<file path="src/design/tsrs_pkg.sv">
// shared types, constants and register map table for the temperature sensor register slave
// no dependencies; imported by every module of the block
package tsrs_pkg;

	// register map geometry
	localparam int MAP_ENTRIES = 22;
	localparam int IDX_W = 5;
	typedef logic [IDX_W-1:0] map_idx_t;

	// stream widths
	localparam int IN_DATA_W = 32;
	localparam int IN_USER_W = 2;
	localparam int OUT_DATA_W = 16;
	localparam int TEMP_W = 9;

	// request kinds carried in tuser
	typedef enum logic [1:0] {
		REQ_MATCH = 2'd0,
		REQ_WRITE = 2'd1,
		REQ_READ  = 2'd2,
		REQ_TEMP  = 2'd3
	} req_t;

	// fixed entries and config bits
	localparam map_idx_t IDX_REMOTE = map_idx_t'(0);
	localparam map_idx_t IDX_LOCAL = map_idx_t'(1);
	localparam map_idx_t IDX_CONFIG = map_idx_t'(3);
	localparam int EXT_MODE_BIT = 2;

	// temperature clamp limits
	localparam logic signed [TEMP_W-1:0] EXT_MIN = -9'sd64;
	localparam logic signed [TEMP_W-1:0] EXT_MAX = 9'sd191;
	localparam logic signed [TEMP_W-1:0] EXT_OFFSET = 9'sd64;
	localparam logic signed [TEMP_W-1:0] STD_MAX = 9'sd127;

	// map table: read address, write address, presence flags and power-on value
	localparam logic [7:0] MAP_RD_ADDR [MAP_ENTRIES] = '{
		8'h00, 8'h01, 8'h02, 8'h03, 8'h04, 8'h05, 8'h06, 8'h07, 8'h08, 8'h00, 8'h10,
		8'h11, 8'h12, 8'h13, 8'h14, 8'h15, 8'h19, 8'h20, 8'h21, 8'h22, 8'h23, 8'hfe
	};
	localparam logic [MAP_ENTRIES-1:0] MAP_RD_EN = 22'b11_1111_1111_1101_1111_1111;
	localparam logic [7:0] MAP_WR_ADDR [MAP_ENTRIES] = '{
		8'h00, 8'h00, 8'h00, 8'h09, 8'h0a, 8'h0b, 8'h0c, 8'h0d, 8'h0e, 8'h0f, 8'h00,
		8'h11, 8'h12, 8'h13, 8'h14, 8'h00, 8'h19, 8'h20, 8'h21, 8'h22, 8'h23, 8'h00
	};
	localparam logic [MAP_ENTRIES-1:0] MAP_WR_EN = 22'b01_1111_0111_1011_1111_1000;
	localparam logic [7:0] MAP_INIT [MAP_ENTRIES] = '{
		8'h00, 8'h00, 8'h00, 8'h04, 8'h08, 8'h55, 8'h00, 8'h55, 8'h00, 8'h00, 8'h00,
		8'h00, 8'h00, 8'h00, 8'h00, 8'h00, 8'h6c, 8'h55, 8'h0a, 8'h01, 8'h00, 8'h59
	};

	// pointer decode result
	typedef struct packed {
		logic     rd_valid;
		map_idx_t rd_idx;
		logic     wr_valid;
		map_idx_t wr_idx;
	} ptr_dec_t;

endpackage

</file>
<file path="src/design/tsrs_ptr_decode.sv">
// pointer byte decode against the constant register map
// depends on tsrs_pkg for the map table and the decode struct
module tsrs_ptr_decode
	import tsrs_pkg::*;
(
	input  logic [7:0] ptr,
	output ptr_dec_t   dec
);

	// scan from the top so the lowest matching entry wins, read address before write
	always_comb begin
		dec = '0;
		for (int i = MAP_ENTRIES - 1; i >= 0; i--) begin
			if (MAP_RD_EN[i] && MAP_RD_ADDR[i] == ptr) begin
				dec.rd_valid = 1'b1;
				dec.rd_idx = map_idx_t'(i);
				dec.wr_valid = MAP_WR_EN[i] && (MAP_WR_ADDR[i] == MAP_RD_ADDR[i]);
				dec.wr_idx = map_idx_t'(i);
			end else if (MAP_WR_EN[i] && MAP_WR_ADDR[i] == ptr) begin
				dec.rd_valid = 1'b0;
				dec.rd_idx = map_idx_t'(i);
				dec.wr_valid = 1'b1;
				dec.wr_idx = map_idx_t'(i);
			end
		end
	end

endmodule

</file>
<file path="src/design/tsrs_temp_encode.sv">
// temperature to register byte encoding, standard or extended range
// depends on tsrs_pkg for the clamp limits
module tsrs_temp_encode
	import tsrs_pkg::*;
(
	input  logic signed [TEMP_W-1:0] temp,
	input  logic                     ext_mode,
	output logic [7:0]               code
);

	logic signed [TEMP_W-1:0] shifted;

	assign shifted = temp + EXT_OFFSET;

	// clamp, then offset in extended mode
	always_comb begin
		if (ext_mode) begin
			if (temp < EXT_MIN) begin
				code = 8'h00;
			end else if (temp > EXT_MAX) begin
				code = 8'hff;
			end else begin
				code = shifted[7:0];
			end
		end else begin
			if (temp < 0) begin
				code = 8'h00;
			end else if (temp > STD_MAX) begin
				code = STD_MAX[7:0];
			end else begin
				code = temp[7:0];
			end
		end
	end

endmodule

</file>
<file path="src/design/temp_sensor_register_slave.sv">
// top level of the temperature sensor register slave: input register, map state, result register
// depends on tsrs_pkg, tsrs_ptr_decode and tsrs_temp_encode
// each item passes through the input register and then the result register; one item per cycle
// while the result side takes results
// one result per item, in order; backpressure on the result side stalls the input register
// reset (arst_n low, asynchronous) loads the map power-on values, pointer at entry 0,
// both targets valid and both temperatures 0
module temp_sensor_register_slave
	import tsrs_pkg::*;
(
	input  logic                  clk,
	input  logic                  arst_n,
	input  logic                  s_tvalid,
	output logic                  s_tready,
	// [0] dir_is_write, [8:1] data_byte, [17:9] remote_value, [26:18] local_value, rest zero
	input  logic [IN_DATA_W-1:0]  s_tdata,
	// [1:0] req_type
	input  logic [IN_USER_W-1:0]  s_tuser,
	output logic                  m_tvalid,
	input  logic                  m_tready,
	// [7:0] read_data, [8] write_dropped, rest zero
	output logic [OUT_DATA_W-1:0] m_tdata
);

	// input register
	logic                     valid_s1;
	req_t                     req_s1;
	logic                     dir_s1;
	logic [7:0]               data_s1;
	logic signed [TEMP_W-1:0] remote_s1;
	logic signed [TEMP_W-1:0] local_s1;

	// result register
	logic       valid_s2;
	logic [7:0] rd_s2;
	logic       drop_s2;

	// map state
	logic [7:0]               reg_bytes_q [MAP_ENTRIES];
	logic                     expect_ptr_q;
	map_idx_t                 read_target_q;
	logic                     read_valid_q;
	map_idx_t                 write_target_q;
	logic                     write_valid_q;
	logic signed [TEMP_W-1:0] remote_temp_q;
	logic signed [TEMP_W-1:0] local_temp_q;

	logic                     advance;
	logic                     commit;
	ptr_dec_t                 dec;
	logic signed [TEMP_W-1:0] temp_sel;
	logic [7:0]               temp_code;
	logic [7:0]               rd_next;
	logic                     drop_next;

	// handshake
	assign advance = !valid_s2 || m_tready;
	assign s_tready = !valid_s1 || advance;
	assign commit = valid_s1 && advance;

	// input register
	always_ff @(posedge clk or negedge arst_n) begin
		if (!arst_n) begin
			valid_s1 <= 1'b0;
		end else if (s_tready) begin
			valid_s1 <= s_tvalid;
		end
	end

	always_ff @(posedge clk) begin
		if (s_tvalid && s_tready) begin
			req_s1 <= req_t'(s_tuser);
			dir_s1 <= s_tdata[0];
			data_s1 <= s_tdata[8:1];
			remote_s1 <= s_tdata[17:9];
			local_s1 <= s_tdata[26:18];
		end
	end

	tsrs_ptr_decode u_ptr_decode (
		.ptr (data_s1),
		.dec (dec)
	);

	// temperature read path
	assign temp_sel = (read_target_q == IDX_REMOTE) ? remote_temp_q : local_temp_q;

	tsrs_temp_encode u_temp_encode (
		.temp     (temp_sel),
		.ext_mode (reg_bytes_q[IDX_CONFIG][EXT_MODE_BIT]),
		.code     (temp_code)
	);

	// result of the item in the input register
	always_comb begin
		rd_next = 8'h00;
		drop_next = 1'b0;
		unique case (req_s1)
			REQ_WRITE: begin
				drop_next = !expect_ptr_q && !write_valid_q;
			end
			REQ_READ: begin
				if (read_valid_q) begin
					if (read_target_q == IDX_REMOTE || read_target_q == IDX_LOCAL) begin
						rd_next = temp_code;
					end else begin
						rd_next = reg_bytes_q[read_target_q];
					end
				end
			end
			default: begin
				rd_next = 8'h00;
			end
		endcase
	end

	// state update on commit
	always_ff @(posedge clk or negedge arst_n) begin
		if (!arst_n) begin
			for (int i = 0; i < MAP_ENTRIES; i++) begin
				reg_bytes_q[i] <= MAP_INIT[i];
			end
			expect_ptr_q <= 1'b0;
			read_target_q <= IDX_REMOTE;
			read_valid_q <= 1'b1;
			write_target_q <= IDX_REMOTE;
			write_valid_q <= 1'b1;
			remote_temp_q <= '0;
			local_temp_q <= '0;
		end else if (commit) begin
			unique case (req_s1)
				REQ_MATCH: begin
					if (dir_s1) begin
						expect_ptr_q <= 1'b1;
					end
				end
				REQ_WRITE: begin
					if (expect_ptr_q) begin
						expect_ptr_q <= 1'b0;
						read_valid_q <= dec.rd_valid;
						write_valid_q <= dec.wr_valid;
						if (dec.rd_valid) begin
							read_target_q <= dec.rd_idx;
						end
						if (dec.wr_valid) begin
							write_target_q <= dec.wr_idx;
						end
					end else if (write_valid_q) begin
						reg_bytes_q[write_target_q] <= data_s1;
					end
				end
				REQ_TEMP: begin
					remote_temp_q <= remote_s1;
					local_temp_q <= local_s1;
				end
				default: begin
					expect_ptr_q <= expect_ptr_q;
				end
			endcase
		end
	end

	// result register
	always_ff @(posedge clk or negedge arst_n) begin
		if (!arst_n) begin
			valid_s2 <= 1'b0;
		end else if (advance) begin
			valid_s2 <= valid_s1;
		end
	end

	always_ff @(posedge clk) begin
		if (commit) begin
			rd_s2 <= rd_next;
			drop_s2 <= drop_next;
		end
	end

	assign m_tvalid = valid_s2;
	assign m_tdata = {{(OUT_DATA_W - 9){1'b0}}, drop_s2, rd_s2};

endmodule
</file>
<file path="config.mk">
export PLATFORM = sky130hd
export DESIGN_NAME = temp_sensor_register_slave
export DESIGN_NICKNAME = d
export VERILOG_FILES = /design/src/design/tsrs_pkg.sv /design/src/design/tsrs_ptr_decode.sv /design/src/design/tsrs_temp_encode.sv /design/src/design/temp_sensor_register_slave.sv
export SDC_FILE = /design/constraint.sdc
export NUM_CORES = 1
export LEC_CHECK = 0
export BUFFER_PORTS_ARGS = -buffer_cell sky130_fd_sc_hd__buf_2
export CORE_MARGIN = 2
export CORE_UTILIZATION = 61
export CTS_CLUSTER_DIAMETER = 40
export DETAILED_ROUTE_END_ITERATION = 6
export GPL_TIMING_DRIVEN = 0
export PLACE_DENSITY = 0.79
export SYNTH_ARGS = -nofsm -noshare
export SYNTH_HDL_FRONTEND = slang
export SYNTH_HIERARCHICAL = 1
export SYNTH_SLANG_ARGS = --single-unit
export TNS_END_PERCENT = 50
</file>
<file path="constraint.sdc">
create_clock -name clk -period 6.2 [get_ports clk]
set_input_delay 0.31 -clock clk [delete_from_list [all_inputs] [get_ports clk]]
set_output_delay 0.31 -clock clk [all_outputs]
set_load 0.01 [all_outputs]
</file>
======== Word level (Yosys, flattened, before mapping) ========
Index checks and enable logic that the tools add are counted.
storage, ports and cells
  flip-flop bits (word level) ............. 247
  latch bits .............................. 0
  bits in writable memories ............... 0
  bits in read-only memories .............. 0
  input port bits ......................... 38
  output and inout port bits .............. 18
  logic and storage cells ................. 146
  memories ................................ 0
cells by class
  add/sub/neg operators ................... 1
  multipliers ............................. 0
  div/mod/pow operators ................... 0
  magnitude comparators ................... 7
  equal/unequal tests ..................... 32
  shift-type cells ........................ 0
  multiplexer cells ....................... 43
  bitwise logic cells ..................... 3
  reductions and logical operators ........ 22
operators by type and width
  cell                                                         number
  two-way mux 12 bit                                           28
  bitwise mux 176 bit                                          1
  two-way mux 8 bit                                            9
  equality test 4 x 8 -> 1 bit (first input constant)          8
  equality test 5 x 8 -> 1 bit (first input constant)          7
  binary-select mux 8 bit (select 5 bit)                       1
  demux 8 bit (select 5 bit)                                   1
  equality test 3 x 8 -> 1 bit (first input constant)          4
  equality test 6 x 8 -> 1 bit (first input constant)          4
  equality test 2 x 8 -> 1 bit (first input constant)          2
  greater-or-equal comparator 6 bit (second input constant)    2
  inverter 5 -> 6 bit                                          2
  AND reduction 4 bit                                          3
  > comparator 9 x 8 -> 1 bit (second input constant)          1
  > comparator 9 bit (second input constant)                   1
  less-than comparator 9 x 1 -> 1 bit (second input constant)  1
  less-than comparator 9 x 7 -> 1 bit (second input constant)  1
  two-way mux 9 bit                                            1
  adder 8 bit (second input constant)                          1
  equality test 1 x 8 -> 1 bit (first input constant)          1
  equality test 8 bit (first input constant)                   1
  logical NOT 8 bit                                            1
  less-than comparator 6 x 1 -> 1 bit (second input constant)  1
  AND reduction 3 bit                                          2
  other kinds (14)                                             24

======== Logic depth before layout (Yosys ltp) ========
  word-level depth ........................ 30
  depth in mapped cells ................... 13
  gate-level depth less buffers ........... 12

======== Hierarchy ========
The synthesis kept the hierarchy.
modules (own cells, without submodules)
  module                      instances  cells each  area an instance (µm²)  seq. area each (µm²)
  temp_sensor_register_slave  1          777         11184.5                 6404.9
  tsrs_ptr_decode             1          69          410.4                   0.0
  tsrs_temp_encode            1          35          239.0                   0.0

======== Worst setup path after synthesis ========
OpenSTA, ideal clock, no wires.
  path kind ............................... reg2reg
  start point ............................. reg read_target_q[2]
  end point ............................... reg rd_s2[1] (data pin)
  library setup time ...................... 263 ps
  data arrival time ....................... 2734 ps
  data required time ...................... 5937 ps
  setup slack ............................. 3204 ps
  cell stages (with the launch flop) ...... 14
  buffers on the path ..................... 1
  clock period less this slack ............ 2996 ps
  cells stage by stage .................... dfrtp_1 > clkbuf_1 > nor2_2 > nand2_1 > nor2_2 > mux2_2 > inv_1 > ha_1 > and4b_4 > o2111ai_4 > nand3_1 > nor2_1 > a41o_1 > nor2_1
between the ends
  longest elaborated chain between the ends .. 7
  elaborated cells between the ends (all ways) .. 19
  those cells by class .................... add/sub: 1; order compare: 4; eq/ne: 1; mux: 10; bitwise: 1; reduce/logical: 2
RTL lines
  what                                                               RTL line                                        RTL
  start, declared                                                    temp_sensor_register_slave.sv:41                map_idx_t read_target_q;
  start signal, assigned                                             temp_sensor_register_slave.sv:143               read_target_q <= dec.rd_idx;
  logical NOT 5 bit *                                                temp_sensor_register_slave.sv:86                assign temp_sel = (read_target_q == IDX_REMOTE) ? remote_temp_q : local_temp_q;
  two-way mux 9 bit *                                                temp_sensor_register_slave.sv:86
  net temp_sel[6]                                                    temp_sensor_register_slave.sv:51                logic signed [TEMP_W-1:0] temp_sel;
  > comparator 9 x 8 -> 1 bit or > comparator 9 bit (tied branches)  tsrs_temp_encode.sv:28, tsrs_temp_encode.sv:20
  two-way mux 8 bit, on equally long branches                        tsrs_temp_encode.sv:28, tsrs_temp_encode.sv:20
  two-way mux 8 bit, on equally long branches                        tsrs_temp_encode.sv:26, tsrs_temp_encode.sv:18
  two-way mux 8 bit *                                                tsrs_temp_encode.sv:17                          if (ext_mode) begin
  net temp_code[1]                                                   temp_sensor_register_slave.sv:52                logic [7:0] temp_code;
  two-way mux 8 bit *                                                temp_sensor_register_slave.sv:104               if (read_target_q == IDX_REMOTE || read_target_q == IDX_LOCAL) begin
  end signal, assigned                                               temp_sensor_register_slave.sv:174               rd_s2 <= rd_next;
  end, declared                                                      temp_sensor_register_slave.sv:35                logic [7:0] rd_s2;
Mark *: on every way through the listed nets, which the timed path passes. The rest lies on a longest branch. The select of a mux whose other input is x is not followed.
A chain may end at the register's enable or synchronous reset.

======== Worst setup path in the final report ========
  start point ............................. reg read_target_q[2]
  end point ............................... reg rd_s2[0] (data pin)
The elaborated chain is that of the path after synthesis.

==> impl_metrics.py <==
metrics = {
    "synthesis": {
        "syn_area_um2": 11800,
        "synth_cell_types": 60,
        "ys_seq_elements": 247,
        "yosys_most_used_dff": "dfrtp_1",
        "yosysSeqAreaShare": 0.541,
        "synth-edff-count": 38,
        "yosysTopAreaCellShare": 0.385,
        "async_flop_share": 0.846,
        "avgSynthCellArea_um2": 13.4,
        "yosysWarnings": 6,
        "postSynthCellCount": 881,
        "yosysTopAreaCell": "dfrtp_1",
        "synthTopCellsByArea": "dfrtp_1 (38%), mux2_2 (20%), edfxtp_1 (9.6%), mux2i_1 (7.4%), dfstp_2 (6.0%)",
    },
    "floorplanning": {
        "die_h_um": 143,
        "initial_core_util": 0.626,
        "coreArea_um2": 18900,
        "die_w_um": 143,
        "io_pins": 56,
        "num_rows": 50,
        "dieArea_um2": 20500,
    },
    "placement": {
        "io_buffers": 43,
        "post_dp_cell_area_um2": 12400,
        "gp_congestion": 0.879,
        "dp_hpwl_um": 17400,
    },
    "sta": {
        "finClkSkew_ns": 0.0176,
        "hold_viol_final": 0,
        "maxSlewHeadroom": 0.203,
        "rsz0062_at_grt": "no",
        "slew_viol_final": 0,
        "worst_pin_slew_ns": 1.20,
        "finalCriticalPeriod_ns": 3.91,
        "hold_slack_ns": 0.123,
        "setup_viol": 0,
        "fmax_mhz": 256,
        "period_share": 0.631,
        "fin_tns_setup_ns": 0,
    },
    "clock_tree": {
        "clk_latency_ns": 0.52,
        "clk_pin_slew_ns": 0.05,
        "cts-resized-gates": 0,
        "clk_path_buf_depth": 3,
        "cts_buffers": 34,
        "cts_tree": "built",
        "cts_root_buffer": "clkbuf_16",
        "cts_sinks": 247,
        "cts_max_level": 2,
    },
    "global_route": {
        "grt_overflow_total": 0,
        "antenna_found_initial": 0,
        "grtUsageTotal": 0.281,
        "grt_pass1_vias": 7822,
        "grt_max_degree": 123,
        "grt_pass1_wl_um": 43700,
    },
    "detailed_routing": {
        "route.detailed.drc": 0,
        "drt-vias-per-instance": 5.93,
        "routedWlPerCell_um": 21.4,
        "ant_nets": 0,
        "vias": 7609,
        "firstDrtPassIters": 6,
        "drt_iter0_markers": 587,
        "routed_wl_um": 27500,
    },
    "setup_path": {
        "critPathBufInv": 1,
        "crit_slowest_cell": "nor2_2",
        "path_delay_family": "simple AND/OR/NAND/NOR gates",
        "arrival_ns": 4.25,
        "cp-start-kind": "flop",
        "required_ns": 6.54,
        "end_kind": "flop",
        "cp_max_fo": 10,
        "critical-path-max-stage-delay_ns": 0.49,
        "crit_chain": "clkbuf_1, nor2_2, nand2_1, nor2_2, mux2_2, ha_1, and4b_4, o2111ai_4, nand3_1, nor2_1, a41o_1, nor2_1",
        "criticalPathCategory": "reg2reg",
    },
    "finish": {
        "drive_above_1_share": 0.393,
        "multi_input_area_um2": 5110,
        "syn2layout_area_growth_pct": 17.1,
        "final_cell_area_um2": 13900,
        "fillers": 1261,
        "ff_latch_area_um2": 6400,
        "fin_util": 0.733,
        "nets": 1038,
        "n_antenna_cell": 0,
    },
    "power": {
        "peakVddDrop_uv": 264,
        "p_total_mw": 4.07,
        "power_density_nw_per_um2": 294,
        "p_leak_nw": 6.21,
    },
    "hold_path": {
        "min_path_type": "in2reg",
    },
    "run": {
        "cap_violations": 0,
    },
    "outcome": {
        "status": "finished, final reports clean",
    },
}
cell type report:
class | count | share of cell area
multi-input cells | 569 | 0.369
well taps | 260 | 0.0235
inverters | 7 | 0.00190
clock buffers | 41 | 0.0640
plain buffers | 64 | 0.0224
clock inverters | 21 | 0.0160
flip-flops and latches | 247 | 0.462
repair buffers | 75 | 0.0406
logic make-up after synthesis:
| kind of cell | Yosys count | synth area share |
|---|---|---|
| muxes | 301 | 0.277 |
| buffers and inverters | 71 | 0.0284 |
| DFF | 247 | 0.541 |
| adders and majority gates | 2 | 0.00211 |
| other | 1 | 0.000317 |
| AOI/OAI and AO/OA | 98 | 0.0582 |
| and+or+nand+nor | 161 | 0.0926 |
worst reg2reg max path: cells and delay by family (launching register included):
| kind | cells | cell delay (ns) |
|---|---|---|
| AO/OA/AOI/OAI | 2 | 0.42 |
| adder cells (fa/ha/maj) | 1 | 0.22 |
| buffers and inverters | 1 | 0.24 |
| flip-flops | 1 | 0.39 |
| multiplexers | 1 | 0.49 |
| AND/OR/NAND/NOR | 7 | 1.99 |
state kept, by name, summed over array words and instances (netlist names), 8 cells and up:
register / count
data_s1: 8
local_temp_q: 9
local_s1: 9
remote_temp_q: 9
remote_s1: 9
reg_bytes_q: 176
rd_s2: 8
stage by stage:
stage	setup WS (ns)	cells
after global placement	1.27	1190
after CTS	2.29	1284
final	2.29	1284
after floorplan	3.20	887
after detailed placement	2.33	1191
after global routing	2.05	1284
cells in the mapped netlist, types with 2 or more instances:
library cell	n
nor2b_1	9
mux2_1	4
a311oi_1	2
nand2b_1	7
a41o_1	9
a211oi_1	2
and2_1	4
or3b_2	2
nor2_8	5
inv_1	7
o21ai_0	22
edfxtp_1	38
a31oi_1	2
nor2_2	3
nor2_4	17
clkbuf_1	34
and3_1	4
o22ai_1	10
dfrtp_1	182
mux2_2	209
buf_1	4
nand2_1	23
nor2_1	34
buf_2	11
a22oi_1	24
dfstp_2	27
buf_4	15
mux2i_1	88
nand4b_4	2
nor3_1	3
nand3_1	29
or3_1	2
ha_1	2
a21o_1	2
a21oi_1	16
nand3b_1	3
metal layers:
layer,vias up,GRT usage,share of wire
met2,262,0.457,0.49
met5,-,0,0
met1,3842,0.383,0.43
met3,58,0.0486,0.052
li1,3447,-,-
met4,0,0.103,0.030
placed cells by master, fill, tap and decap left out, types with 10 or more instances in the layout:
cell,instances
nand3_1,29
buf_2,53
dfrtp_1,182
o21ai_0,22
dlygate4sd3_1,31
nand2_1,23
edfxtp_1,38
nor2_1,34
a22oi_1,24
clkbuf_1,40
mux2i_1,88
o22ai_1,10
mux2_2,209
nor2_4,17
buf_4,15
dfstp_2,27
clkbuf_16,34
a21oi_1,16
what timing repair did:
| item | CTS | global route |
|---|---|---|
| buffers inserted | 0 | 0 |
| hold endpoints to repair | 133 | 0 |
| hold buffers | 31 | 0 |
worst paths after layout:
check | from | to | slack [ns] | cells past startpoint
worst max register to register | read_target_q[2] | rd_s2[0] | 2.29 | 12
min in group asynchronous | arst_n | reg_bytes_q[108] | 0.51 | 2
worst max-delay path | read_target_q[2] | rd_s2[0] | 2.29 | 12
max in group asynchronous | arst_n | reg_bytes_q[36] | 4.73 | 3
worst min-delay path | m_tready | m_tvalid | 0.12 | 3
worst min register to register | remote_s1[1] | remote_temp_q[1] | 0.48 | 1
power breakdown:
group	internal [mW]	switching [mW]	total (mW)
sequential	1.72	0.0440	1.76
combinational	0.172	0.249	0.421
clock	1.13	0.756	1.89
Power figures use the tool's default switching activity.
